## src/rtl/postfix_stack_evaluator_macros.svh

```systemverilog
// Assertion macros shared by the postfix stack evaluator RTL.
// Include this header by its bare name; it needs nothing else.
`ifndef POSTFIX_STACK_EVALUATOR_MACROS_SVH
`define POSTFIX_STACK_EVALUATOR_MACROS_SVH

// Assert a property on an explicit clock, held off while reset is high
`define PSE_ASSERT_CLK(label, clk, rst, prop, msg) \
   label: assert property (@(posedge clk) disable iff (rst) prop) else $error(msg);

// Assert a property on the block's own clock and reset
`define PSE_ASSERT(label, prop, msg) \
   `PSE_ASSERT_CLK(label, clock, reset, prop, msg)

`endif

```

## src/rtl/pse_pkg.sv

```systemverilog
// Package for the postfix stack evaluator: sizes, codes, transaction types.
// No dependencies; every RTL file of the block imports it.
package pse_pkg;

   localparam int STACK_DEPTH   = 64;
   localparam int VALUE_WIDTH   = 32;
   localparam int ADDR_W        = $clog2(STACK_DEPTH);
   localparam int COUNT_W       = $clog2(STACK_DEPTH + 1);
   localparam int ITER_W        = $clog2(VALUE_WIDTH);
   localparam int OP_W          = 3;
   localparam int FIELD_VALUE_W = 32;
   localparam int FIELD_DEPTH_W = 7;

   typedef logic [VALUE_WIDTH-1:0] value_type;
   typedef logic [COUNT_W-1:0]     count_type;
   typedef logic [ADDR_W-1:0]      addr_type;
   typedef logic [ITER_W-1:0]      iter_type;

   // Token operation codes; codes above OP_DIV are ignored
   typedef enum logic [OP_W-1:0] {
      OP_PUSH = 3'd0,
      OP_ADD  = 3'd1,
      OP_SUB  = 3'd2,
      OP_MUL  = 3'd3,
      OP_DIV  = 3'd4
   } op_code_type;

   typedef enum logic [1:0] {
      ST_OK    = 2'd0,
      ST_UNDER = 2'd1,
      ST_DIV0  = 2'd2,
      ST_OVER  = 2'd3
   } status_type;

   typedef enum logic [1:0] {
      SEQ_IDLE,
      SEQ_OPER,
      SEQ_WAIT,
      SEQ_FINISH
   } seq_state_type;

   typedef enum logic [1:0] {
      ALU_IDLE,
      ALU_MUL,
      ALU_DIV,
      ALU_DONE
   } alu_state_type;

   typedef struct packed {
      logic [OP_W-1:0]                 operation;
      logic signed [FIELD_VALUE_W-1:0] operand_value;
      logic                            end_of_expression;
   } req_type;

   typedef struct packed {
      logic signed [FIELD_VALUE_W-1:0] top_value;
      logic                            expression_done;
      status_type                      status;
      logic [FIELD_DEPTH_W-1:0]        stack_depth;
   } rsp_type;

   typedef struct packed {
      logic      en;
      addr_type  addr;
      value_type data;
   } ram_wr_type;

   typedef struct packed {
      logic     en;
      addr_type addr;
   } ram_rd_type;

   typedef struct packed {
      logic            start;
      logic [OP_W-1:0] op;
      value_type       a;
      value_type       b;
   } alu_req_type;

   // True for the four binary operators
   function automatic logic is_arith(input logic [OP_W-1:0] op);
      return (op == OP_ADD) || (op == OP_SUB) || (op == OP_MUL) || (op == OP_DIV);
   endfunction

endpackage

```

## src/rtl/postfix_stack_evaluator.sv

```systemverilog
// Postfix expression evaluator: one token per req transaction, one rsp
// transaction per token.
// req: operation, operand_value, end_of_expression. An operand is pushed; an
// operator pops right then left operand and pushes add/sub/mul/div of them.
// rsp: top_value, expression_done, status (first fault wins), stack_depth.
// Push and ignored codes go straight to the finish step; add/subtract,
// multiply and divide go through the shared ALU, one multiply or divide
// bit per cycle, and a divide by zero skips the ALU.
// The rsp transaction appears in the same cycle that req_stall drops again.
// One token is in flight at a time; req_stall is high while it is worked on.
// A finished rsp waits in an output register; if rsp_stall holds it, the
// next token can still be taken and worked on, and its result waits in the
// sequencer until the output register frees up.
// Reset empties the stack at once (count only, no clearing pass) and drops
// any pending rsp. Stack entries are undefined until pushed.
// Depends on pse_pkg, pse_stack_ram, pse_alu.
`include "postfix_stack_evaluator_macros.svh"

module postfix_stack_evaluator
   import pse_pkg::*;
(
   input  logic    clock,
   input  logic    reset,
   input  logic    req_valid,
   output logic    req_stall,
   input  req_type req_payload,
   output logic    rsp_valid,
   input  logic    rsp_stall,
   output rsp_type rsp_payload
);

   seq_state_type   state_ff, state_in;
   logic [OP_W-1:0] op_ff;
   value_type       opnd_ff;
   logic            eoe_ff;
   status_type      st_ff;
   count_type       cnt_ff;
   value_type       top_ff;
   value_type       res_ff;
   logic            rsp_valid_ff;
   rsp_type         rsp_ff;

   logic        req_take, rsp_free, rsp_load;
   ram_wr_type  ram_wr;
   ram_rd_type  ram_rd;
   value_type   ram_rd_data;
   alu_req_type alu_req;
   logic        alu_done;
   value_type   alu_result;

   value_type   oper_a, oper_b;
   status_type  oper_st;
   count_type   oper_cnt;
   logic        div_zero;

   logic        fin_push, fin_full;
   value_type   fin_val, fin_top, top_out;
   status_type  fin_st;
   count_type   fin_cnt;

   pse_stack_ram u_ram (
      .clock   (clock),
      .ram_wr  (ram_wr),
      .ram_rd  (ram_rd),
      .rd_data (ram_rd_data)
   );

   pse_alu u_alu (
      .clock      (clock),
      .reset      (reset),
      .alu_req    (alu_req),
      .alu_done   (alu_done),
      .alu_result (alu_result)
   );

   assign req_take = req_valid && !req_stall;
   assign rsp_free = !rsp_valid_ff || !rsp_stall;

   // Pop both operands; left one comes from the RAM read issued at acceptance
   always_comb begin
      oper_b   = (cnt_ff != '0) ? top_ff : '0;
      oper_a   = (cnt_ff > count_type'(1)) ? ram_rd_data : '0;
      oper_st  = (cnt_ff > count_type'(1)) ? ST_OK : ST_UNDER;
      oper_cnt = (cnt_ff > count_type'(1)) ? (cnt_ff - count_type'(2)) : '0;
      div_zero = (op_ff == OP_DIV) && (oper_b == '0);
   end

   // Push the result, then handle the end-of-expression pop
   always_comb begin
      fin_push = (op_ff == OP_PUSH) || is_arith(op_ff);
      fin_val  = (op_ff == OP_PUSH) ? opnd_ff : res_ff;
      fin_full = (cnt_ff >= count_type'(STACK_DEPTH));
      fin_st   = st_ff;
      fin_cnt  = cnt_ff;
      fin_top  = top_ff;
      if (fin_push) begin
         if (fin_full) begin
            if (fin_st == ST_OK) begin
               fin_st = ST_OVER;
            end
         end else begin
            fin_cnt = cnt_ff + 1'b1;
            fin_top = fin_val;
         end
      end
      top_out = (fin_cnt != '0) ? fin_top : '0;
      if (eoe_ff) begin
         if ((fin_cnt == '0) && (fin_st == ST_OK)) begin
            fin_st = ST_UNDER;
         end
         fin_cnt = '0;
      end
   end

   // Next state
   always_comb begin
      state_in = state_ff;
      unique case (state_ff)
         SEQ_IDLE: begin
            if (req_take) begin
               state_in = is_arith(req_payload.operation) ? SEQ_OPER : SEQ_FINISH;
            end
         end
         SEQ_OPER:   state_in = div_zero ? SEQ_FINISH : SEQ_WAIT;
         SEQ_WAIT:   state_in = alu_done ? SEQ_FINISH : SEQ_WAIT;
         SEQ_FINISH: state_in = rsp_free ? SEQ_IDLE : SEQ_FINISH;
         default:    state_in = SEQ_IDLE;
      endcase
   end

   // Sequencer outputs: handshake, RAM ports, ALU start
   always_comb begin
      req_stall     = (state_ff != SEQ_IDLE);
      rsp_load      = (state_ff == SEQ_FINISH) && rsp_free;
      ram_rd.en     = req_take;
      ram_rd.addr   = addr_type'(cnt_ff - count_type'(2));
      ram_wr.en     = rsp_load && fin_push && !fin_full;
      ram_wr.addr   = addr_type'(cnt_ff);
      ram_wr.data   = fin_val;
      alu_req.start = (state_ff == SEQ_OPER) && !div_zero;
      alu_req.op    = op_ff;
      alu_req.a     = oper_a;
      alu_req.b     = oper_b;
   end

   // Control registers
   always_ff @(posedge clock) begin
      if (reset) begin
         state_ff     <= SEQ_IDLE;
         cnt_ff       <= '0;
         rsp_valid_ff <= 1'b0;
      end else begin
         state_ff <= state_in;
         if (state_ff == SEQ_OPER) begin
            cnt_ff <= oper_cnt;
         end else if (rsp_load) begin
            cnt_ff <= fin_cnt;
         end
         if (rsp_load) begin
            rsp_valid_ff <= 1'b1;
         end else if (!rsp_stall) begin
            rsp_valid_ff <= 1'b0;
         end
      end
   end

   // Token, operand and result registers
   always_ff @(posedge clock) begin
      if (req_take) begin
         op_ff   <= req_payload.operation;
         opnd_ff <= value_type'(req_payload.operand_value);
         eoe_ff  <= req_payload.end_of_expression;
         st_ff   <= ST_OK;
      end else if (state_ff == SEQ_OPER) begin
         st_ff <= (div_zero && (oper_st == ST_OK)) ? ST_DIV0 : oper_st;
         if (div_zero) begin
            res_ff <= '0;
         end
      end
      if (alu_done) begin
         res_ff <= alu_result;
      end
      if (rsp_load) begin
         top_ff                 <= fin_top;
         rsp_ff.top_value       <= FIELD_VALUE_W'(top_out);
         rsp_ff.expression_done <= eoe_ff;
         rsp_ff.status          <= fin_st;
         rsp_ff.stack_depth     <= FIELD_DEPTH_W'(fin_cnt);
      end
   end

   assign rsp_valid   = rsp_valid_ff;
   assign rsp_payload = rsp_ff;

   `PSE_ASSERT(a_cnt_bound, cnt_ff <= count_type'(STACK_DEPTH), "stack count beyond depth")
   `PSE_ASSERT(a_done_empty, rsp_valid && rsp_payload.expression_done |-> rsp_payload.stack_depth == '0, "stack not empty at expression end")
   `PSE_ASSERT(a_alu_in_wait, alu_done |-> state_ff == SEQ_WAIT, "ALU result outside wait state")
   `PSE_ASSERT(a_over_push, rsp_load && fin_st == ST_OVER |-> op_ff == OP_PUSH, "overflow on a non-push token")
   `PSE_ASSERT(a_take_busy, req_valid && !req_stall |=> state_ff != SEQ_IDLE, "accepted token left sequencer idle")

endmodule

```

## src/rtl/pse_stack_ram.sv

```systemverilog
// Operand stack storage: one write port, one read port with registered data.
// Depends on pse_pkg for depth and value width.
module pse_stack_ram
   import pse_pkg::*;
(
   input  logic       clock,
   input  ram_wr_type ram_wr,
   input  ram_rd_type ram_rd,
   output value_type  rd_data
);

   value_type mem [STACK_DEPTH];
   value_type rd_data_ff;

   // Write and read the stack array
   always_ff @(posedge clock) begin
      if (ram_wr.en) begin
         mem[ram_wr.addr] <= ram_wr.data;
      end
      if (ram_rd.en) begin
         rd_data_ff <= mem[ram_rd.addr];
      end
   end

   assign rd_data = rd_data_ff;

endmodule

```

## src/rtl/pse_alu.sv

```systemverilog
// Shared arithmetic unit: add/subtract, shift-add multiply and
// restoring signed divide, one bit per cycle. Depends on pse_pkg.
`include "postfix_stack_evaluator_macros.svh"

module pse_alu
   import pse_pkg::*;
(
   input  logic        clock,
   input  logic        reset,
   input  alu_req_type alu_req,
   output logic        alu_done,
   output value_type   alu_result
);

   alu_state_type        state_ff, state_in;
   logic [OP_W-1:0]      op_ff;
   logic                 neg_ff;
   value_type            acc_ff;
   value_type            opa_ff;
   value_type            opb_ff;
   logic [VALUE_WIDTH:0] rem_ff;
   iter_type             iter_ff;

   logic                 last_iter;
   value_type            mag_a, mag_b;
   logic [VALUE_WIDTH:0] rem_shift, rem_trial;

   // Magnitudes for the divider and one restoring step
   always_comb begin
      mag_a     = alu_req.a[VALUE_WIDTH-1] ? (~alu_req.a + 1'b1) : alu_req.a;
      mag_b     = alu_req.b[VALUE_WIDTH-1] ? (~alu_req.b + 1'b1) : alu_req.b;
      rem_shift = {rem_ff[VALUE_WIDTH-1:0], acc_ff[VALUE_WIDTH-1]};
      rem_trial = rem_shift - {1'b0, opb_ff};
      last_iter = (iter_ff == iter_type'(VALUE_WIDTH - 1));
   end

   // Next state
   always_comb begin
      state_in = state_ff;
      unique case (state_ff)
         ALU_IDLE: begin
            if (alu_req.start) begin
               unique case (alu_req.op)
                  OP_MUL:  state_in = ALU_MUL;
                  OP_DIV:  state_in = ALU_DIV;
                  default: state_in = ALU_DONE;
               endcase
            end
         end
         ALU_MUL, ALU_DIV: begin
            if (last_iter) begin
               state_in = ALU_DONE;
            end
         end
         ALU_DONE: state_in = ALU_IDLE;
         default:  state_in = ALU_IDLE;
      endcase
   end

   // Outputs: apply the quotient sign on the way out
   always_comb begin
      alu_done   = (state_ff == ALU_DONE);
      alu_result = ((op_ff == OP_DIV) && neg_ff) ? (~acc_ff + 1'b1) : acc_ff;
   end

   always_ff @(posedge clock) begin
      if (reset) begin
         state_ff <= ALU_IDLE;
      end else begin
         state_ff <= state_in;
      end
   end

   // Load operands, then advance one multiply or divide bit per cycle
   always_ff @(posedge clock) begin
      if ((state_ff == ALU_IDLE) && alu_req.start) begin
         op_ff   <= alu_req.op;
         iter_ff <= '0;
         neg_ff  <= alu_req.a[VALUE_WIDTH-1] ^ alu_req.b[VALUE_WIDTH-1];
         rem_ff  <= '0;
         case (alu_req.op)
            OP_ADD: acc_ff <= alu_req.a + alu_req.b;
            OP_SUB: acc_ff <= alu_req.a - alu_req.b;
            OP_MUL: begin
               acc_ff <= '0;
               opa_ff <= alu_req.a;
               opb_ff <= alu_req.b;
            end
            default: begin
               acc_ff <= mag_a;
               opb_ff <= mag_b;
            end
         endcase
      end else if (state_ff == ALU_MUL) begin
         if (opb_ff[0]) begin
            acc_ff <= acc_ff + opa_ff;
         end
         opa_ff  <= opa_ff << 1;
         opb_ff  <= opb_ff >> 1;
         iter_ff <= iter_ff + 1'b1;
      end else if (state_ff == ALU_DIV) begin
         if (!rem_trial[VALUE_WIDTH]) begin
            rem_ff <= rem_trial;
         end else begin
            rem_ff <= rem_shift;
         end
         acc_ff  <= {acc_ff[VALUE_WIDTH-2:0], ~rem_trial[VALUE_WIDTH]};
         iter_ff <= iter_ff + 1'b1;
      end
   end

   `PSE_ASSERT(a_start_idle, alu_req.start |-> state_ff == ALU_IDLE, "ALU started while busy")
   `PSE_ASSERT(a_rem_below_div, state_ff == ALU_DIV |-> rem_ff < {1'b0, opb_ff}, "remainder not below divisor")
   `PSE_ASSERT(a_done_pulse, state_ff == ALU_DONE |=> state_ff == ALU_IDLE, "ALU result held past one cycle")

endmodule
```

## config.mk

```make
export PLATFORM = sky130hd
export DESIGN_NAME = postfix_stack_evaluator
export DESIGN_NICKNAME = d
export VERILOG_FILES = /design/src/rtl/pse_pkg.sv /design/src/rtl/postfix_stack_evaluator.sv /design/src/rtl/pse_stack_ram.sv /design/src/rtl/pse_alu.sv
export VERILOG_INCLUDE_DIRS = /design/src /design/src/rtl
export SDC_FILE = /design/constraint.sdc
export NUM_CORES = 2
export LEC_CHECK = 0
export BUFFER_PORTS_ARGS = -buffer_cell sky130_fd_sc_hd__buf_2
export CAP_MARGIN = 30
export CORE_ASPECT_RATIO = 0.9
export CORE_MARGIN = 4
export CORE_UTILIZATION = 45
export CTS_CLUSTER_DIAMETER = 200
export DETAILED_ROUTE_END_ITERATION = 7
export HOLD_SLACK_MARGIN = 0.03
export PLACE_DENSITY = 0.64
export SLEW_MARGIN = 10
export SYNTH_ARGS = -nofsm -noshare
export SYNTH_HDL_FRONTEND = slang
export SYNTH_SLANG_ARGS = --single-unit
```

## constraint.sdc

```tcl
create_clock -name clock -period 8.7 [get_ports clock]
set_input_delay 0.87 -clock clock [delete_from_list [all_inputs] [get_ports clock]]
set_output_delay 0.87 -clock clock [all_outputs]
set_load 0.05 [all_outputs]
```

# Word level (Yosys, flattened, before mapping)
# Memory sizes are Yosys's and may differ from the RTL's. A register that Yosys moved wholly into a read port is not among the register bits.
# Cells that the tools add are included.
classes:
  n_addsub: 10
  magnitude_cmp: 2
  n_eq_ne: 24
  muxes: 53
  n_bitwise: 6
  reduce_logical: 48
ops:
  columns: ["op", "n"]
  rows:
  - ["32-bit 2-to-1 mux", 22]
  - ["32-bit by 1-bit adder with 32-bit output (second input constant)", 3]
  - ["32-bit inverter", 3]
  - ["32-bit case mux with 3 select lines", 1]
  - ["32-bit adder", 2]
  - ["32-bit case mux with 2 select lines", 1]
  - ["7-bit 2-to-1 mux", 6]
  - ["33-bit by 32-bit subtractor with 33-bit output", 1]
  - ["32-bit logical NOT", 1]
  - ["32-bit subtractor", 1]
  - ["2-bit 2-to-1 mux", 11]
  - ["7-bit nonzero test", 2]
  - ["3-bit by 2-bit equality test with 1-bit output (second input constant)", 4]
  - ["2-bit nonzero test", 6]
  - ["1-bit logical AND", 10]
  - ["2-bit logical NOT", 5]
  - ["5-bit 2-to-1 mux", 2]
  - ["2-bit AND reduction", 5]
  - ["3-bit equality test (second input constant)", 3]
  - ["2-bit equality test (second input constant)", 4]
  - ["1-bit logical OR", 8]
  - ["2-bit by 1-bit inequality test with 1-bit output (second input constant)", 4]
  - ["2-bit case mux with 4 select lines", 1]
  - ["7-bit by 1-bit adder with 7-bit output (second input constant)", 1]
  - ["other kinds (20)", 36]
totals:
  register_bits: 293
  ram_bits: 2048
  in_bits: 40
  elab_cells: 165
  memories: 1
mem_list:
  columns: ["name", "words", "width", "rd", "rd_clocked_by_memory_dff", "write_ports", "line_no", "source"]
  rows:
  - ["u_ram.mem", 64, 32, 1, 1, 1, "pse_stack_ram.sv:12", "value_type mem [STACK_DEPTH];"]

# Logic depth before layout (Yosys ltp)
depth:
  depth_word: 10
  ltp_mapped: 30

# Hierarchy
# Synthesis repeated with hierarchy kept, for this count alone.
hier_totals:
  hier_cells: 5671
  hier_area_um2: 100214.9
by_module_without_submodules:
  columns: ["module", "n_inst", "cells_per_inst", "area_per_inst_um2", "seq_area_each_um2"]
  rows:
  - ["pse_stack_ram", 1, 3324, 78835.6, 62459.9]
  - ["pse_alu", 1, 1794, 14167.3, 3783.6]
  - ["postfix_stack_evaluator", 1, 553, 7211.9, 4504.3]

# Worst setup path before layout
# No wires, ideal clock.
synth_timing:
  path_type: "register -> register"
  startpoint: "register cnt_ff[1]"
  endpoint: "register u_alu.opa_ff[0] (enable)"
  setup_ps: 466
  t_arrival_ps: 6156
  required_ps: 8234
  path_slack_ps: 2079
  path_stages_with_launch: 18
  n_path_buf: 8
  path_cell_list: "dfxtp_1 clkbuf_1 clkbuf_1 clkbuf_1 buf_1 inv_1 ha_1 nand3_1 clkbuf_1 clkbuf_1 nand2_1 ha_1 clkbuf_1 and2_2 o2111ai_2 nand3_2 clkbuf_1 o21ai_0"
synth_via:
  elab_chain_cells: 9
  word_cells_on_any_way: 10
  classes_between: "1 x eq/ne; 1 x mux; 8 x reduce/logical"
synth_rtl:
  columns: ["element", "line_no", "source"]
  rows:
  - ["from (decl)", "postfix_stack_evaluator.sv:37", "count_type cnt_ff;"]
  - ["from (signal assigned)", "postfix_stack_evaluator.sv:155", "cnt_ff <= oper_cnt;"]
  - ["from (signal assigned)", "postfix_stack_evaluator.sv:157", "cnt_ff <= fin_cnt;"]
  - ["7-bit nonzero test (*)", "postfix_stack_evaluator.sv:81", "oper_b = (cnt_ff != '0) ? top_ff : '0;"]
  - ["32-bit 2-to-1 mux (*)", "postfix_stack_evaluator.sv:81", null]
  - ["32-bit logical NOT (*)", "postfix_stack_evaluator.sv:85", "div_zero = (op_ff == OP_DIV) && (oper_b == '0);"]
  - ["1-bit logical AND (*)", "postfix_stack_evaluator.sv:85", null]
  - ["1-bit logical NOT (*)", "postfix_stack_evaluator.sv:140", "alu_req.start = (state_ff == SEQ_OPER) && !div_zero;"]
  - ["1-bit logical AND (*)", "postfix_stack_evaluator.sv:140", null]
  - ["1-bit logical AND (*)", "pse_alu.sv:76", "if ((state_ff == ALU_IDLE) && alu_req.start) begin"]
  - ["2-bit inequality test (no line) / 2-bit nonzero test (equally long branches)", null, null]
  - ["2-bit AND reduction (no line) (*)", null, null]
  - ["to (signal assigned)", "pse_alu.sv:86", "opa_ff <= alu_req.a;"]
  - ["to (signal assigned)", "pse_alu.sv:98", "opa_ff <= opa_ff << 1;"]
  - ["to (decl)", "pse_alu.sv:19", "value_type opa_ff;"]
# Every way passes the cells marked *; elsewhere a longest branch is shown, timed or not.
# A chain may end at the register's enable or synchronous reset.

# Worst setup path after layout
layout_timing:
  startpoint: "register cnt_ff[3]"
  endpoint: "register u_alu.acc_ff[29] (data pin)"
layout_via:
  elab_chain_cells: 8
  word_cells_on_any_way: 16
  classes_between: "3 x add/sub; 1 x order compare; 5 x mux; 1 x bitwise; 6 x reduce/logical"
layout_rtl:
  columns: ["element", "line_no", "source"]
  rows:
  - ["parallel branches: the longest is 7 deep, another holds 32-bit by 1-bit adder with 32-bit output", null, null]
  - ["32-bit 2-to-1 mux (*)", "pse_alu.sv:76", null]
  - ["to (signal assigned)", "pse_alu.sv:82", "OP_ADD: acc_ff <= alu_req.a + alu_req.b;"]
  - ["to (signal assigned)", "pse_alu.sv:83", "OP_SUB: acc_ff <= alu_req.a - alu_req.b;"]
  - ["to (signal assigned)", "pse_alu.sv:90", "acc_ff <= mag_a;"]
  - ["to (decl)", "pse_alu.sv:18", "value_type acc_ff;"]
# Mark *: on every way between the ends.

==> reports/qor.csv <==
stage,metric,value,unit
timing,fin. max-slew vios,0,
die,die area,0.2284,mm²
timing,measured slew at the worst slew-check pin,1.050,ns
setup_path,"delay-heaviest family, CP",compound AO/OA/AOI/OAI gates,
placement,IO buf count,83,
route,DR iter-0 viols,7189,
die,cell row count,163,
pwr,Power Density,290.5,mW/mm²
timing,final setup vio count,0,
yosys,synth unique cells,88,
clocking,postcts setup bufs,0,
grt,grt ovf,0,
timing,Relative slew margins,29.85,%
yosys,Syn Inst Count,5342,
placement,post-DP HPWL,155.4,mm
clocking,post-cts sizing count,0,
cells_and_area,Layout Nets,5692,
timing,crit share post-route,78.08,%
setup_path,worst path arrival time,7.37,ns
cells_and_area,"Area growth, synth to finish",12.36,%
setup_path,cell mode on critical path,nand2_1,
setup_path,CP Buf/Inv Count,1,
setup_path,Setup crit start kind,flip-flop,
clocking,clock tree buffer depth,3,
die,number of I/O pins,84,
setup_path,worst-path fanout max,51,
cells_and_area,fin util,50.88,%
route,vias per cell,6.219,
die,initial core utilization,45.28,%
yosys,net count after synthesis,5499,
setup_path,"Critical Path, Cell by Cell",or3_1 -> nor2_1 -> nand3_2 -> buf_4 -> nand2_1 -> ha_1 -> a21boi_1 -> o21ai_0 -> nor2_1 -> nand2_1 -> nand2_1 -> xnor2_1 -> ha_1 -> a21o_1 -> nand2_1 -> nand2_1 -> a21o_1 -> a21oi_1 -> nor2b_1 -> a311oi_1 -> a2111oi_0 -> a221oi_1 -> a21oi_1,
placement,gpl congestion,0.8970,
yosys,"FF+latch count, synth",2373,
route,DR DRC count,0,
timing,endpoints failing hold,0,
clocking,CTS Sinks,2373,
timing,Tmin final,6.793,ns
cells_and_area,layout cells sized above 1,24.30,%
clocking,TritonCTS clock tree,yes,
timing,RSZ-0062 raised after global routing,no,
run,number of max-cap violations,0,
clocking,H-tree levels,4,
clocking,Clock Pin Slew Worst Setup and Hold Paths,0.06,ns
timing,Fmax achieved,0.1472,GHz
pwr,Lkg Pwr,35.03,nW
yosys,"Warnings, synthesis",0,
setup_path,slowest cell on the critical path,or3_1,
yosys,register area share after synthesis,71.20,%
die,die height,453.8,µm
setup_path,CP Capture Type,flip-flop,
clocking,hold_buf cts,0,
grt,initial antenna violation count,16,
die,DIE WIDTH,503.3,µm
hold_path,Hold Crit Class,primary input to flip-flop,
route,final WL,270.1,mm
yosys,Mapped Area,0.09937,mm²
route,TritonRoute pass-1 iters,6,
yosys,Post-synth EDFFs,2322,
status,outcome,"complete, no violations",
route,Routed Antenna Nets,0,
pwr,total power draw,32.44,mW
timing,Fin Clk Skew,0.06811,ns
yosys,ys async rst share,0,%
grt,GR Util All Layers,23.54,%
placement,placed cell count,8187,
setup_path,worst path required time,9.28,ns
pwr,VDD IR max,0.2487,mV
clocking,root buf cell,clkbuf_16,
setup_path,critical path class,flip-flop to flip-flop,
clocking,clk_lat worst skew,0.88,ns
route,WL/cell,31.31,µm
clocking,total CTS buffers,229,
timing,sum of negative setup slack,0,ns
setup_path,CP max stage delay,0.85,ns
grt,global-route wire length before repair,384.0,mm
yosys,most used flip-flop cell after synthesis,edfxtp_1,
grt,largest net degree at the start of global routing,112,
die,core area,0.2194,mm²
grt,vias in the first global route,52480,
cells_and_area,Layout Cells excl Fill,8625,
route,vias post-DR,53640,
yosys,synthesized area per cell,18.60,µm²
routing by layer:
| metal | global-route usage (%) | routed length, µm | vias up |
|---|---|---|---|
| li1 | - | - | 22090 |
| met1 | 33.94 | 109900 | 28540 |
| met2 | 36.71 | 127200 | 2617 |
| met3 | 4.418 | 24400 | 394 |
| met4 | 7.266 | 8579 | 0 |
| met5 | 0 | 0 | - |
worst register-to-register path, stage by stage (launching register included):
cell and delay, ns:
dfxtp_1 0.53, or3_1 0.85, nor2_1 0.39, nand3_2 0.10, buf_4 0.30, nand2_1 0.20
ha_1 0.43, a21boi_1 0.51, o21ai_0 0.25, nor2_1 0.27, nand2_1 0.10, nand2_1 0.09
xnor2_1 0.08, ha_1 0.41, a21o_1 0.23, nand2_1 0.06, nand2_1 0.05, a21o_1 0.18
a21oi_1 0.15, nor2b_1 0.06, a311oi_1 0.64, a2111oi_0 0.24, a221oi_1 0.27, a21oi_1 0.10
cells in the mapped netlist, types with 20 or more instances:
| cell | count | share of area (%) |
|---|---|---|
| or3_1 | 20 | 0.13 |
| inv_1 | 116 | 0.44 |
| a211oi_1 | 37 | 0.28 |
| a21oi_1 | 219 | 1.1 |
| xnor2_1 | 112 | 0.99 |
| ha_1 | 114 | 1.4 |
| nor3_1 | 41 | 0.21 |
| a21o_1 | 44 | 0.33 |
| dfxtp_1 | 51 | 1.0 |
| a221oi_1 | 22 | 0.19 |
| nand2_1 | 325 | 1.2 |
| and3_1 | 20 | 0.13 |
| o21ai_0 | 154 | 0.78 |
| nor2_1 | 210 | 0.79 |
| edfxtp_1 | 2322 | 70 |
| a31oi_1 | 32 | 0.20 |
| nand2b_1 | 25 | 0.16 |
| nor2b_1 | 25 | 0.16 |
| mux4_2 | 657 | 15 |
| clkbuf_1 | 174 | 0.66 |
| nand3_1 | 42 | 0.21 |
| mux2i_1 | 81 | 0.82 |
| xor2_1 | 79 | 0.70 |
| buf_2 | 35 | 0.18 |
| and2_1 | 59 | 0.37 |
| buf_1 | 65 | 0.25 |
flip-flops by register name, summed over array words and instances (netlist names):
| name | count |
|---|---|
| cnt_ff | 7 |
| eoe_ff | 1 |
| op_ff | 3 |
| opnd_ff | 32 |
| res_ff | 32 |
| rsp_payload | 42 |
| rsp_valid | 1 |
| st_ff | 2 |
| state_ff | 2 |
| top_ff | 32 |
| u_alu.acc_ff | 32 |
| u_alu.iter_ff | 5 |
| u_alu.neg_ff | 1 |
| u_alu.op_ff | 3 |
| u_alu.opa_ff | 32 |
| u_alu.opb_ff | 32 |
| u_alu.rem_ff | 32 |
| u_alu.state_ff | 2 |
| u_ram.mem | 2048 |
| u_ram.rd_data | 32 |
stage by stage:
stage,setup slack [ns],area (µm²),hold slack [ns]
detailed placement,2.143,104200,0.4850
global placement,2.154,104100,0.4635
floorplan,2.079,99370,0.4244
global route,1.429,111600,0.1378
finish,1.907,111700,0.1924
CTS,2.081,111500,0.1287
logic make-up (layout without fill, tap and decap cells):
group / Yosys count / count (layout) / share of synthesized area (%)
other: 0 / 9 / 0
buffers and inverters: 394 / 781 / 1.544
AND/OR/NAND/NOR: 850 / 850 / 4.022
multiplexers: 759 / 759 / 15.94
XOR/XNOR: 192 / 192 / 1.700
AO/OA/AOI/OAI: 657 / 657 / 4.097
adder cells (fa/ha/maj): 117 / 117 / 1.496
flip-flops: 2373 / 2373 / 71.20
power breakdown:
group | leakage [nW] | internal [mW] | total, mW | switching (mW)
Sequential | 21.4 | 13.4 | 13.9 | 0.503
Clock | 3.57 | 5.36 | 9.71 | 4.35
Combinational | 10.1 | 3.31 | 8.86 | 5.55
Total | 35.0 | 22.0 | 32.4 | 10.4
placed cells by master, fill, tap and decap left out, types with 40 or more instances in the layout:
cell / Yosys / final
edfxtp_1: 2322 / 2322
mux4_2: 657 / 657
nand2_1: 325 / 325
clkbuf_16: 0 / 230
a21oi_1: 219 / 218
o21ai_0: 154 / 152
nor2_1: 210 / 144
buf_4: 3 / 143
ha_1: 114 / 112
xnor2_1: 112 / 109
inv_1: 116 / 83
buf_2: 35 / 83
mux2i_1: 81 / 81
xor2_1: 79 / 77
nor2_4: 0 / 65
and2_1: 59 / 59
clkinv_2: 0 / 53
clkbuf_1: 174 / 52
dfxtp_1: 51 / 49
clkinv_1: 0 / 46
a21o_1: 44 / 44
nand3_1: 42 / 41
nor3_1: 41 / 40
cell type report:
class,instances,area [µm²]
Multi-Input combinational cell,2575,27730
Clock inverter,143,1373
Inverter,117,440.4
Clock buffer,282,5951
Fill cell,17400,107800
Tap cell,2887,3612
Sequential cell,2373,70760
Antenna cell,9,22.52
Timing Repair Buffer,239,1767
path summary, 6_finish.rpt:
kind                                      start          endpoint  slack [ns]  depth (start not counted)
worst max-delay path                  cnt_ff[3]  u_alu.acc_ff[29]        1.91                         23
worst max register to register        cnt_ff[3]  u_alu.acc_ff[29]        1.91                         23
worst min-delay path             req_payload[8]        opnd_ff[7]        0.19                          1
worst min register to register  u_alu.rem_ff[1]   u_alu.rem_ff[1]        0.51                          2
Power figures use the tool's default switching activity.
